[src/spq_pkg.sv]
// ----------------------------------------------------------------------------
// spq_pkg
// shared types and status codes for the stable priority queue
// ----------------------------------------------------------------------------
package spq_pkg;

  localparam int PRIO_W   = 8;
  localparam int TAG_W    = 16;
  localparam int STATUS_W = 2;
  localparam int OCC_W    = 5;

  typedef enum logic [STATUS_W-1:0] {
    ST_ENQ   = 2'd0,
    ST_DEQ   = 2'd1,
    ST_EMPTY = 2'd2,
    ST_FULL  = 2'd3
  } status_t;

  // one stored entry of the sorted chain
  typedef struct packed {
    logic              valid;
    logic [PRIO_W-1:0] prio;
    logic [TAG_W-1:0]  tag;
  } entry_t;

  // command broadcast to every cell
  typedef struct packed {
    logic              enq;
    logic              deq;
    logic [PRIO_W-1:0] prio;
    logic [TAG_W-1:0]  tag;
  } ctrl_t;

endpackage

[src/spq_cell.sv]
// ----------------------------------------------------------------------------
// spq_cell
// one slot of the sorted chain: keep, take the new entry, or take a neighbor
// ----------------------------------------------------------------------------
module spq_cell (
  input  logic           clk,
  input  logic           rst_n,
  input  spq_pkg::ctrl_t ctrl,
  input  spq_pkg::entry_t left_ent,
  input  logic           left_flag,
  input  spq_pkg::entry_t right_ent,
  output spq_pkg::entry_t ent,
  output logic           flag
);

  logic                       valid_r, valid_nxt;
  logic [spq_pkg::PRIO_W-1:0] prio_r, prio_nxt;
  logic [spq_pkg::TAG_W-1:0]  tag_r, tag_nxt;

  // new entry belongs at or before this slot; equal priority goes behind
  assign flag = !valid_r || (ctrl.prio > prio_r);

  always_comb begin
    valid_nxt = valid_r;
    prio_nxt  = prio_r;
    tag_nxt   = tag_r;
    if (ctrl.deq) begin
      valid_nxt = right_ent.valid;
      prio_nxt  = right_ent.prio;
      tag_nxt   = right_ent.tag;
    end else if (ctrl.enq && flag) begin
      if (left_flag) begin
        valid_nxt = left_ent.valid;
        prio_nxt  = left_ent.prio;
        tag_nxt   = left_ent.tag;
      end else begin
        valid_nxt = 1'b1;
        prio_nxt  = ctrl.prio;
        tag_nxt   = ctrl.tag;
      end
    end
  end

  always_ff @(posedge clk) begin
    if (!rst_n) begin
      valid_r <= 1'b0;
    end else begin
      valid_r <= valid_nxt;
    end
  end

  always_ff @(posedge clk) begin
    prio_r <= prio_nxt;
    tag_r  <= tag_nxt;
  end

  assign ent = '{valid: valid_r, prio: prio_r, tag: tag_r};

endmodule

[src/stable_priority_queue.sv]
// ----------------------------------------------------------------------------
// stable_priority_queue
// bounded priority queue, highest priority first, arrival order among equals
// ----------------------------------------------------------------------------
//  channel  direction  handshake          payload
//  in       input      in_valid/in_stall  in_cmd, in_prio, in_tag
//  out      output     out_valid/out_stall out_status, out_prio, out_tag,
//                                          out_occupancy
//
//  one transaction per cycle while in_stall is low: the chain of cells
//  inserts or pops in a single step with purely local compares
//  the result of each accepted command is loaded into an output register
//  in_stall is high only while a result waits and out_stall holds it
//  synchronous active-low reset empties the chain (valid bits and count)
// ----------------------------------------------------------------------------
module stable_priority_queue #(
  parameter int CAPACITY = 16
) (
  input  logic                        clk,
  input  logic                        rst_n,
  input  logic                        in_valid,
  output logic                        in_stall,
  input  logic                        in_cmd,
  input  logic [spq_pkg::PRIO_W-1:0]  in_prio,
  input  logic [spq_pkg::TAG_W-1:0]   in_tag,
  output logic                        out_valid,
  input  logic                        out_stall,
  output logic [spq_pkg::STATUS_W-1:0] out_status,
  output logic [spq_pkg::PRIO_W-1:0]  out_prio,
  output logic [spq_pkg::TAG_W-1:0]   out_tag,
  output logic [spq_pkg::OCC_W-1:0]   out_occupancy
);

  localparam int CNT_W = $clog2(CAPACITY + 1);
  localparam logic [CNT_W-1:0] CAP_CNT = CNT_W'(CAPACITY);

  // chain wiring, cell 0 holds the entry served next
  spq_pkg::entry_t cell_ent  [CAPACITY];
  logic            cell_flag [CAPACITY];
  spq_pkg::ctrl_t  ctrl;

  logic [CNT_W-1:0] count_r, count_nxt;
  logic             full, empty, accept;

  logic                         out_valid_r;
  spq_pkg::status_t             status_r, status_nxt;
  logic [spq_pkg::PRIO_W-1:0]   prio_r, prio_nxt;
  logic [spq_pkg::TAG_W-1:0]    tag_r, tag_nxt;
  logic [spq_pkg::OCC_W-1:0]    occ_r;
  logic [CNT_W+spq_pkg::OCC_W-1:0] occ_ext;

  // a new transaction enters unless a result is stuck in the output register
  assign in_stall = out_valid_r && out_stall;
  assign accept   = in_valid && !in_stall;

  assign full  = (count_r == CAP_CNT);
  assign empty = (count_r == '0);

  // refused commands never reach the cells
  assign ctrl.enq  = accept && !in_cmd && !full;
  assign ctrl.deq  = accept && in_cmd && !empty;
  assign ctrl.prio = in_prio;
  assign ctrl.tag  = in_tag;

  genvar g;
  generate
    for (g = 0; g < CAPACITY; g++) begin : g_cell
      spq_pkg::entry_t left_ent, right_ent;
      logic            left_flag;

      if (g == 0) begin : g_head
        assign left_ent  = '0;
        assign left_flag = 1'b0;
      end else begin : g_mid
        assign left_ent  = cell_ent[g-1];
        assign left_flag = cell_flag[g-1];
      end

      if (g == CAPACITY - 1) begin : g_tail
        assign right_ent = '0;
      end else begin : g_body
        assign right_ent = cell_ent[g+1];
      end

      spq_cell u_cell (
        .clk       (clk),
        .rst_n     (rst_n),
        .ctrl      (ctrl),
        .left_ent  (left_ent),
        .left_flag (left_flag),
        .right_ent (right_ent),
        .ent       (cell_ent[g]),
        .flag      (cell_flag[g])
      );
    end
  endgenerate

  // next count and the result of the command being accepted
  always_comb begin
    count_nxt  = count_r;
    status_nxt = spq_pkg::ST_ENQ;
    prio_nxt   = '0;
    tag_nxt    = '0;
    if (in_cmd) begin
      if (empty) begin
        status_nxt = spq_pkg::ST_EMPTY;
      end else begin
        status_nxt = spq_pkg::ST_DEQ;
        prio_nxt   = cell_ent[0].prio;
        tag_nxt    = cell_ent[0].tag;
        count_nxt  = count_r - 1'b1;
      end
    end else begin
      if (full) begin
        status_nxt = spq_pkg::ST_FULL;
      end else begin
        count_nxt = count_r + 1'b1;
      end
    end
  end

  // occupancy field is the low bits of the count, zero-extended when narrower
  assign occ_ext = {{spq_pkg::OCC_W{1'b0}}, count_nxt};

  always_ff @(posedge clk) begin
    if (!rst_n) begin
      count_r     <= '0;
      out_valid_r <= 1'b0;
    end else begin
      if (accept) begin
        count_r     <= count_nxt;
        out_valid_r <= 1'b1;
      end else if (!out_stall) begin
        out_valid_r <= 1'b0;
      end
    end
  end

  // result payload, loaded only with a new transaction
  always_ff @(posedge clk) begin
    if (accept) begin
      status_r <= status_nxt;
      prio_r   <= prio_nxt;
      tag_r    <= tag_nxt;
      occ_r    <= occ_ext[spq_pkg::OCC_W-1:0];
    end
  end

  assign out_valid     = out_valid_r;
  assign out_status    = status_r;
  assign out_prio      = prio_r;
  assign out_tag       = tag_r;
  assign out_occupancy = occ_r;

endmodule

[config.mk]
export PLATFORM = sky130hd
export DESIGN_NAME = stable_priority_queue
export DESIGN_NICKNAME = d
export VERILOG_FILES = /design/src/spq_pkg.sv /design/src/spq_cell.sv /design/src/stable_priority_queue.sv
export SDC_FILE = /design/constraint.sdc
export NUM_CORES = 1
export LEC_CHECK = 0
export BUFFER_PORTS_ARGS = -buffer_cell sky130_fd_sc_hd__buf_2
export CORE_ASPECT_RATIO = 1.25
export CORE_MARGIN = 10
export CORE_UTILIZATION = 60
export CTS_BUF_LIST = sky130_fd_sc_hd__clkbuf_8
export DETAILED_ROUTE_END_ITERATION = 8
export HOLD_SLACK_MARGIN = 0.12
export PLACE_DENSITY = 0.77
export SYNTH_ARGS = -nofsm -noshare
export SYNTH_HDL_FRONTEND = slang
export SYNTH_SLANG_ARGS = --single-unit
[constraint.sdc]
create_clock -name clk -period 4.9 [get_ports clk]
set_input_delay 0.245 -clock clk [delete_from_list [all_inputs] [get_ports clk]]
set_output_delay 0.245 -clock clk [all_outputs]
set_load 0.1 [all_outputs]
==> flow_metrics.py, run 1 <==
metrics = {
    "timing": {
        "final_worst_slack_ns": 1.14,
        "fin_skew_ns": 0.0261,
        "pin_slew_with_the_least_headroom_to_its_limit_ns": 1.32,
        "relSlewSlack": 0.118,
        "timing.fmax_mhz": 266,
        "hold_slack_ns": 0.186,
        "setup_violations": 0,
        "rsz0062_at_grt": "no",
        "post_route_minimum_period_ns": 3.76,
        "fin_setup_tns_ns": 0,
        "period_share": 0.767,
        "final-hold-violation-count": 0,
        "maxSlewViolCount": 0,
    },
    "routing": {
        "drt_first_iter_violations": 1975,
        "drc": 0,
        "avgViaCountPerCell": 6.33,
        "wirelength_mm": 68.3,
        "routed_antenna_nets": 0,
        "vias": 20261,
        "drt-wirelength-per-cell_um": 21.3,
        "drt_pre_antenna_iters": 6,
    },
    "clock_network": {
        "cts_max_level": 3,
        "post_cts_hold_buffer_count": 20,
        "post-cts-setup-buffer-count": 0,
        "clk_latency_ns": 0.63,
        "cts_max_path_buffers": 3,
        "cts_made_buffers": 72,
        "cts_resized": 0,
        "cts_tree": "yes",
        "cts_root_buf": "clkbuf_8",
        "clock_sink_count": 437,
        "clkTransAtPathRegs_ns": 0.06,
    },
    "floorplanning": {
        "core-area_um2": 42000,
        "floorplan.rows": 84,
        "die_outline_area_um2": 51200,
        "start_util": 0.607,
        "fp.dieH_um": 251,
        "die_width_um": 204,
        "ios": 62,
    },
    "placed_design": {
        "placedCellCount": 3053,
        "detailedPlacementHpwl_mm": 47.1,
        "buffer_ports.inserted": 61,
        "postPlaceCellArea_um2": 26000,
        "post-place-ws_ns": 1.20,
        "rd_place_congestion": 0.882,
    },
    "yosys": {
        "async_flop_share": 0,
        "synth.distinct_cells": 50,
        "synthesis.instances": 2606,
        "syn-cell-area_um2": 25500,
        "dominantRegCellSynth": "edfxtp_1",
        "synth.yosys.warnings": 0,
        "postSynthAreaPerCell_um2": 9.79,
        "synth_enable_flop_cells": 391,
        "flip_flop_and_latch_count_after_synthesis": 437,
        "yosysSeqAreaShare": 0.496,
        "synthesis.nets": 2765,
    },
    "worst_setup_path": {
        "r2r-start": "count_r[0]$_SDFFE_PN0P_",
        "worstSetupStartpoint": "count_r[0]$_SDFFE_PN0P_",
        "critical_path_sink_type": "register",
        "timing.critical_path.required_ns": 5.44,
        "critical_path.startpoint_type": "register",
        "worstPathArrival_ns": 4.30,
        "critical_path_peak_fanout": 71,
        "timing.reg2reg.setup_slack_ns": 1.14,
        "worstSetupPathType": "register to register",
    },
    "flow_run": {
        "timing.max_cap.violations": 0,
    },
    "power_and_ir_drop": {
        "cell_area_power_density_nw_per_um2": 365,
        "vdd_drop_max_uv": 265,
        "power.static_leakage_uw": 0.00998,
    },
    "global_routing": {
        "grt.overflow.total": 0,
        "global_route.usage.total": 0.262,
        "grt_antenna_before_repair": 1,
        "grt_max_degree": 101,
        "via_count_of_the_first_global_routing_pass": 20206,
        "grt_pass1_wl_mm": 109,
    },
    "worst_hold_path": {
        "worstHoldStart": "in_tag[15]",
        "hp-class": "primary input to register",
    },
    "finish": {
        "drive_above_1_share": 0.0871,
        "finish.cell_count_without_fillers": 3201,
        "design_area_um2": 27500,
        "nNetsFinal": 2747,
        "areaGrowthSynthToFinish_pct": 7.78,
    },
    "outcome": {
        "run_status": "finished clean",
    },
}
## flip-flops by register name, summed over array words and instances (netlist names)
name                   count
count_r                    5
g_cell.u_cell.prio_r     128
g_cell.u_cell.tag_r      256
g_cell.u_cell.valid_r     16
out_occupancy              5
out_prio                   8
out_status                 2
out_tag                   16
out_valid                  1
## path summary, 6_finish.rpt
kind,end,depth (start not counted)
max,g_cell[15].u_cell.tag_r[8]$_SDFFE_PP0P_,8
min,g_cell[15].u_cell.tag_r[15]$_SDFFE_PP0P_,3
max reg2reg,g_cell[15].u_cell.tag_r[8]$_SDFFE_PP0P_,8
min reg2reg,g_cell[2].u_cell.valid_r$_SDFFE_PN0P_,2
## Yosys cell counts, types with 2 or more instances
| cell | instances | area, um2 |
|---|---|---|
| o21ai_0 | 406 | 2030 |
| edfxtp_1 | 391 | 11700 |
| nand2_1 | 348 | 1310 |
| mux2i_1 | 205 | 2050 |
| a31oi_1 | 175 | 1090 |
| nor2_1 | 169 | 634 |
| nand3b_1 | 141 | 1060 |
| ha_1 | 130 | 1630 |
| inv_1 | 129 | 484 |
| clkbuf_1 | 122 | 458 |
| buf_2 | 84 | 420 |
| a21oi_1 | 48 | 240 |
| dfxtp_1 | 46 | 921 |
| and3_1 | 26 | 163 |
| nand3_1 | 25 | 125 |
| a21o_1 | 18 | 135 |
| nand4_1 | 18 | 113 |
| nor2b_1 | 18 | 113 |
| o21bai_1 | 16 | 120 |
| nor3_1 | 15 | 75.1 |
| nor3b_1 | 10 | 75.1 |
| o21a_1 | 8 | 60.1 |
| buf_6 | 7 | 78.8 |
| a31o_2 | 6 | 52.6 |
| or3_1 | 6 | 37.5 |
| buf_4 | 4 | 30.0 |
| a211o_1 | 3 | 26.3 |
| o211ai_1 | 3 | 22.5 |
| o21ai_1 | 3 | 15.0 |
| and4_1 | 2 | 17.5 |
| clkinv_1 | 2 | 7.51 |
| mux2_2 | 2 | 22.5 |
| nor2_4 | 2 | 22.5 |
| xnor2_1 | 2 | 17.5 |
## through the flow
step,power (uW),utilization
after detailed placement,7130,0.619
after global routing,10500,0.654
final,10100,0.654
after floorplan,6510,-
after CTS,10000,0.654
after global placement,7010,0.619
## cell families (layout without fill, tap and decap cells)
group                      after synthesis  after routing  share of synthesized area
xor gates and xnor gates                 3              3                    0.00103
muxes                                  207            207                     0.0813
adders and majority gates              130            130                     0.0637
buffers and inverters                  350            385                     0.0583
AOI/OAI and AO/OA                      692            692                      0.151
other                                    0              1                          0
and+or+nand+nor                        787            787                      0.149
DFF                                    437            437                      0.496
## layer usage
metal	global-route usage	vias up	wire length, um
met3	0.0367	212	4740
met5	0	-	0
met4	0.140	0	3270
li1	-	9411	-
met2	0.431	936	33300
met1	0.328	9702	27000
## cells in the final DEF, fill, tap and decap left out, types with 4 or more instances in the layout
| master | Yosys | layout |
|---|---|---|
| inv_1 | 129 | 158 |
| o21ai_2 | 1 | 9 |
| edfxtp_1 | 391 | 391 |
| and3_1 | 26 | 25 |
| clkinv_1 | 2 | 14 |
| a31oi_1 | 175 | 175 |
| a21o_1 | 18 | 18 |
| buf_2 | 84 | 61 |
| buf_4 | 4 | 42 |
| clkinv_2 | 0 | 5 |
| o21a_1 | 8 | 8 |
| mux2i_1 | 205 | 205 |
| dfxtp_1 | 46 | 46 |
| clkbuf_8 | 0 | 75 |
| o21ai_0 | 406 | 397 |
| nor2b_1 | 18 | 18 |
| a31o_2 | 6 | 6 |
| dlygate4sd3_1 | 0 | 20 |
| nand4_1 | 18 | 18 |
| nor3_1 | 15 | 15 |
| a21oi_1 | 48 | 42 |
| nand3b_1 | 141 | 141 |
| a21oi_2 | 0 | 6 |
| nor3b_2 | 0 | 7 |
| nand3_1 | 25 | 25 |
| buf_12 | 0 | 4 |
| ha_1 | 130 | 130 |
| or3_1 | 6 | 6 |
| o21bai_1 | 16 | 16 |
| nor2_1 | 169 | 169 |
| nand2_1 | 348 | 348 |
## cell type report
| cell class | count | area (um2) |
|---|---|---|
| Clock buffer | 75 | 1030 |
| Fill cell | 3356 | 14500 |
| Antenna cell | 1 | 2.50 |
| Inverter | 131 | 492 |
| Sequential cell | 437 | 12700 |
| Timing Repair Buffer | 127 | 901 |
| Multi-Input combinational cell | 1819 | 11500 |
| Clock inverter | 52 | 231 |
| Tap cell | 559 | 699 |
## power by group
group	total (uW)	internal (uW)	switching (uW)
registers	5010	4700	305
logic	2100	697	1400
clock network	2940	1430	1520
total	10100	6830	3230
## worst max-delay path, stage by stage (launching register included)
cell and delay [ns]:
dfxtp_1 0.34, inv_1 0.15, ha_1 0.24, or4b_1 0.89, nand3_4 0.53, buf_4 0.61
buf_4 0.50, o21ai_0 0.17, a31oi_1 0.19
Power figures use the tool's default switching activity.
==> run 2, diff against run 1 <==
--- a/config.mk
+++ b/config.mk
@@ -5,14 +5,15 @@
 export SDC_FILE = /design/constraint.sdc
 export NUM_CORES = 1
 export LEC_CHECK = 0
+export ABC_AREA = 1
 export BUFFER_PORTS_ARGS = -buffer_cell sky130_fd_sc_hd__buf_2
 export CORE_ASPECT_RATIO = 1.25
 export CORE_MARGIN = 10
-export CORE_UTILIZATION = 60
+export CORE_UTILIZATION = 59
 export CTS_BUF_LIST = sky130_fd_sc_hd__clkbuf_8
 export DETAILED_ROUTE_END_ITERATION = 8
 export HOLD_SLACK_MARGIN = 0.12
-export PLACE_DENSITY = 0.77
+export PLACE_DENSITY = 0.79
 export SYNTH_ARGS = -nofsm -noshare
 export SYNTH_HDL_FRONTEND = slang
 export SYNTH_SLANG_ARGS = --single-unit
==> constraint.sdc (replaced) <==
create_clock -name clk -period 3.1 [get_ports clk]
set_input_delay 0.155 -clock clk [delete_from_list [all_inputs] [get_ports clk]]
set_output_delay 0.155 -clock clk [all_outputs]
set_load 0.1 [all_outputs]
==> run 2 against run 1 <==
Core utilization down 0.26 points. Routed wire length down 6.4%. Final cell count increased by 17%. First-iteration DRC count grew 8.1%. Worst hold slack got worse by 0.028 ns. Via count increased by 8.4%. Largest power group unchanged. Highest routed layer unchanged.
==> flow_metrics.py, run 2 <==
metrics = {
    "routing": {
        "drc": 0,
        "drt_first_iter_violations": 2134,
        "drt_pre_antenna_iters": 9,
        "routed_antenna_nets": 0,
        "avgViaCountPerCell": 5.85,
        "drt-wirelength-per-cell_um": 17.0,
        "vias": 21961,
        "wirelength_mm": 64.0,
    },
    "finish": {
        "nNetsFinal": 3286,
        "reg.largest.list": "g_cell.u_cell.tag_r (256), g_cell.u_cell.prio_r (128)",
        "largest_register_ff_count": 256,
        "max_flop_register": "g_cell.u_cell.tag_r",
        "areaGrowthSynthToFinish_pct": 9.36,
        "final-seq-area_um2": 12700,
        "finish.cell_count_without_fillers": 3752,
        "multi_input_gate_area_in_the_final_layout_um2": 10800,
        "layout.filler_cells": 3442,
        "final_core_util": 0.652,
        "drive_above_1_share": 0.0892,
        "final_cell_mix": "825 x nand2_1, 391 x edfxtp_1, 303 x nor2_1",
        "most_common_cell_after_layout_fill_and_taps_aside": "nand2_1",
        "design_area_um2": 28000,
    },
    "yosys": {
        "async_flop_share": 0,
        "synth-compound-area-share": 0.123,
        "synth.distinct_cells": 34,
        "flip_flop_and_latch_count_after_synthesis": 437,
        "simple_gate_portion_of_the_synthesized_area": 0.234,
        "dominantRegCellSynth": "edfxtp_1",
        "synth.largest_area_cell": "edfxtp_1",
        "synth.mux.area_fraction": 0,
        "yosys.cell_count.top_type": "nand2_1",
        "leading_post_synthesis_cells_by_cell_area": "edfxtp_1 46%, nand2_1 12%, ha_1 6.4%",
        "syn-cell-area_um2": 25600,
        "synthesis.instances": 3087,
        "ys_top_cells_by_count": "825 x nand2_1, 391 x edfxtp_1, 303 x nor2_1",
        "synth_enable_flop_cells": 391,
        "synth_adder_area_share": 0.0635,
        "main_combinational_cell_family_by_area_after_synthesis": "simple AND/OR/NAND/NOR gates",
        "synthXorXnorAreaFrac": 0.00205,
        "synthesis.nets": 3246,
        "yosys.area.top_type_share": 0.459,
        "postSynthAreaPerCell_um2": 8.29,
        "synth.yosys.warnings": 0,
        "yosysSeqAreaShare": 0.495,
    },
    "worst_setup_path": {
        "number_of_stages_on_the_worst_setup_path": 9,
        "slowest_stage": "buf_4",
        "crit-reg2reg-capture": "g_cell[0].u_cell.tag_r[4]$_DFFE_PP_",
        "critical_path_peak_fanout": 62,
        "cp.buffers_inverters": 3,
        "worstSetupPathType": "register to register",
        "worstSetupStartpoint": "count_r[0]$_SDFFE_PN0P_",
        "worstPathArrival_ns": 2.94,
        "worst_r2r_path_depth": 9,
        "max_stage_delay_ns": 0.44,
        "setup.worst_path.end": "g_cell[0].u_cell.tag_r[4]$_DFFE_PP_",
        "critical_path_sink_type": "register",
        "timing.reg2reg.setup_slack_ns": 0.52,
        "worstPathCellList": "inv_1 -> ha_1 -> nand2_2 -> nor2_4 -> nand2_4 -> nand2_8 -> buf_12 -> buf_4 -> o21ai_0",
        "top_family_by_delay_on_critical_path": "buffers and inverters",
        "timing.critical_path.required_ns": 3.46,
        "r2r-start": "count_r[0]$_SDFFE_PN0P_",
        "critical_path.startpoint_type": "register",
    },
    "timing": {
        "maxSlewViolCount": 0,
        "fin_skew_ns": 0.0297,
        "timing.fmax_mhz": 388,
        "relSlewSlack": 0.469,
        "fin_setup_tns_ns": 0,
        "pin_slew_with_the_least_headroom_to_its_limit_ns": 0.795,
        "period_share": 0.831,
        "hold_slack_ns": 0.158,
        "post_route_minimum_period_ns": 2.58,
        "setup_violations": 0,
        "final-hold-violation-count": 0,
        "rsz0062_at_grt": "no",
    },
    "power_and_ir_drop": {
        "power.static_leakage_uw": 0.0124,
        "vdd_drop_max_uv": 424,
        "cell_area_power_density_nw_per_um2": 627,
    },
    "floorplanning": {
        "core-area_um2": 43000,
        "ios": 62,
        "floorplan.rows": 85,
        "start_util": 0.596,
        "die_width_um": 206,
        "fp.dieH_um": 253,
        "die_outline_area_um2": 52200,
    },
    "global_routing": {
        "global_route.usage.total": 0.244,
        "grt_pass1_wl_mm": 106,
        "grt.overflow.total": 0,
        "grt_antenna_before_repair": 2,
        "via_count_of_the_first_global_routing_pass": 21537,
        "grt_max_degree": 74,
    },
    "placed_design": {
        "placedCellCount": 3596,
        "buffer_ports.inserted": 61,
        "detailedPlacementHpwl_mm": 45.2,
        "postPlaceCellArea_um2": 26400,
        "rd_place_congestion": 0.882,
    },
    "clock_network": {
        "cts_root_buf": "clkbuf_8",
        "clk_latency_ns": 0.64,
        "post-cts-setup-buffer-count": 0,
        "cts_tree": "yes",
        "cts_max_level": 3,
        "cts_made_buffers": 71,
        "cts_max_path_buffers": 3,
        "clock_sink_count": 437,
        "cts_resized": 0,
        "clkTransAtPathRegs_ns": 0.06,
    },
    "flow_run": {
        "timing.max_cap.violations": 0,
    },
    "outcome": {
        "run_status": "finished clean",
    },
    "worst_hold_path": {
        "hp-class": "primary input to register",
    },
}
==> run 2: changes by cell type after synthesis, sizes merged, moves of 26 or more <==
cell    previous run  this run
nand2            348       842
nand3             26       252
mux2i            205         0
inv              129       280
nor2             171       314
nand3b           141        25
o21ai            410       323
and3              26         0
==> run 2: metrics by stage <==
| stage | power [uW] | setup WS [ns] |
|---|---|---|
| floorplan | 11400 | 0.0478 |
| detailed placement | 12700 | 0.542 |
| global route | 18600 | 0.345 |
| finish | 17600 | 0.523 |
| global placement | 12500 | 0.656 |
| CTS | 17600 | 0.555 |
==> run 2: worst min-delay path: cells and delay by family <==
| kind | cells | cell delay, ns |
|---|---|---|
| and+or+nand+nor | 1 | 0.07 |
| AOI/OAI and AO/OA | 1 | 0.09 |
| buffers and inverters | 2 | 0.34 |
==> run 2: layout make-up <==
cell class                 instances  share of cell area
sequential                       437               0.452
antenna                            2            0.000179
tap                              565              0.0252
multi-input combinational       2157               0.386
clock inverter                    52             0.00952
inverter                         281              0.0379
timing repair buffer             179              0.0500
clock buffer                      79              0.0388
==> run 2: cell families (layout without fill, tap and decap cells) <==
| group | after synthesis | after routing |
|---|---|---|
| simple gates | 1450 | 1450 |
| compound gates | 571 | 571 |
| buf+inv | 493 | 591 |
| flops | 437 | 437 |
| fa+ha+maj | 130 | 130 |
| xor+xnor | 6 | 6 |
| other cells | 0 | 2 |
==> run 2: layer usage <==
layer  GRT usage  part of all wire
met2       0.440              0.52
met5           0                 0
met3      0.0306             0.065
met1       0.288              0.39
met4      0.0948             0.028
==> run 2: how the worst min path moves through the flow <==
stage | to | depth (start not counted) | start
after floorplan | g_cell[1].u_cell.valid_r$_SDFFE_PN0P_ | 2 | rst_n
after global placement | out_valid$_SDFFE_PN0P_ | 3 | out_stall
after detailed placement | out_valid$_SDFFE_PN0P_ | 3 | out_stall
after CTS | g_cell[0].u_cell.prio_r[0]$_DFFE_PP_ | 4 | in_prio[0]
after global routing | g_cell[0].u_cell.prio_r[0]$_DFFE_PP_ | 4 | in_prio[0]
final | g_cell[0].u_cell.prio_r[0]$_DFFE_PP_ | 4 | in_prio[0]
==> run 2: what timing repair did <==
| item | CTS | global route |
|---|---|---|
| hold endpoints to repair | 211 | 0 |
| hold buffers | 23 | 0 |
| endpoints found under the setup margin | 0 | 0 |
==> run 2: where the power goes <==
part,switching (uW),internal [uW]
clock,2400,2450
sequential,462,7680
combinational,3110,1450
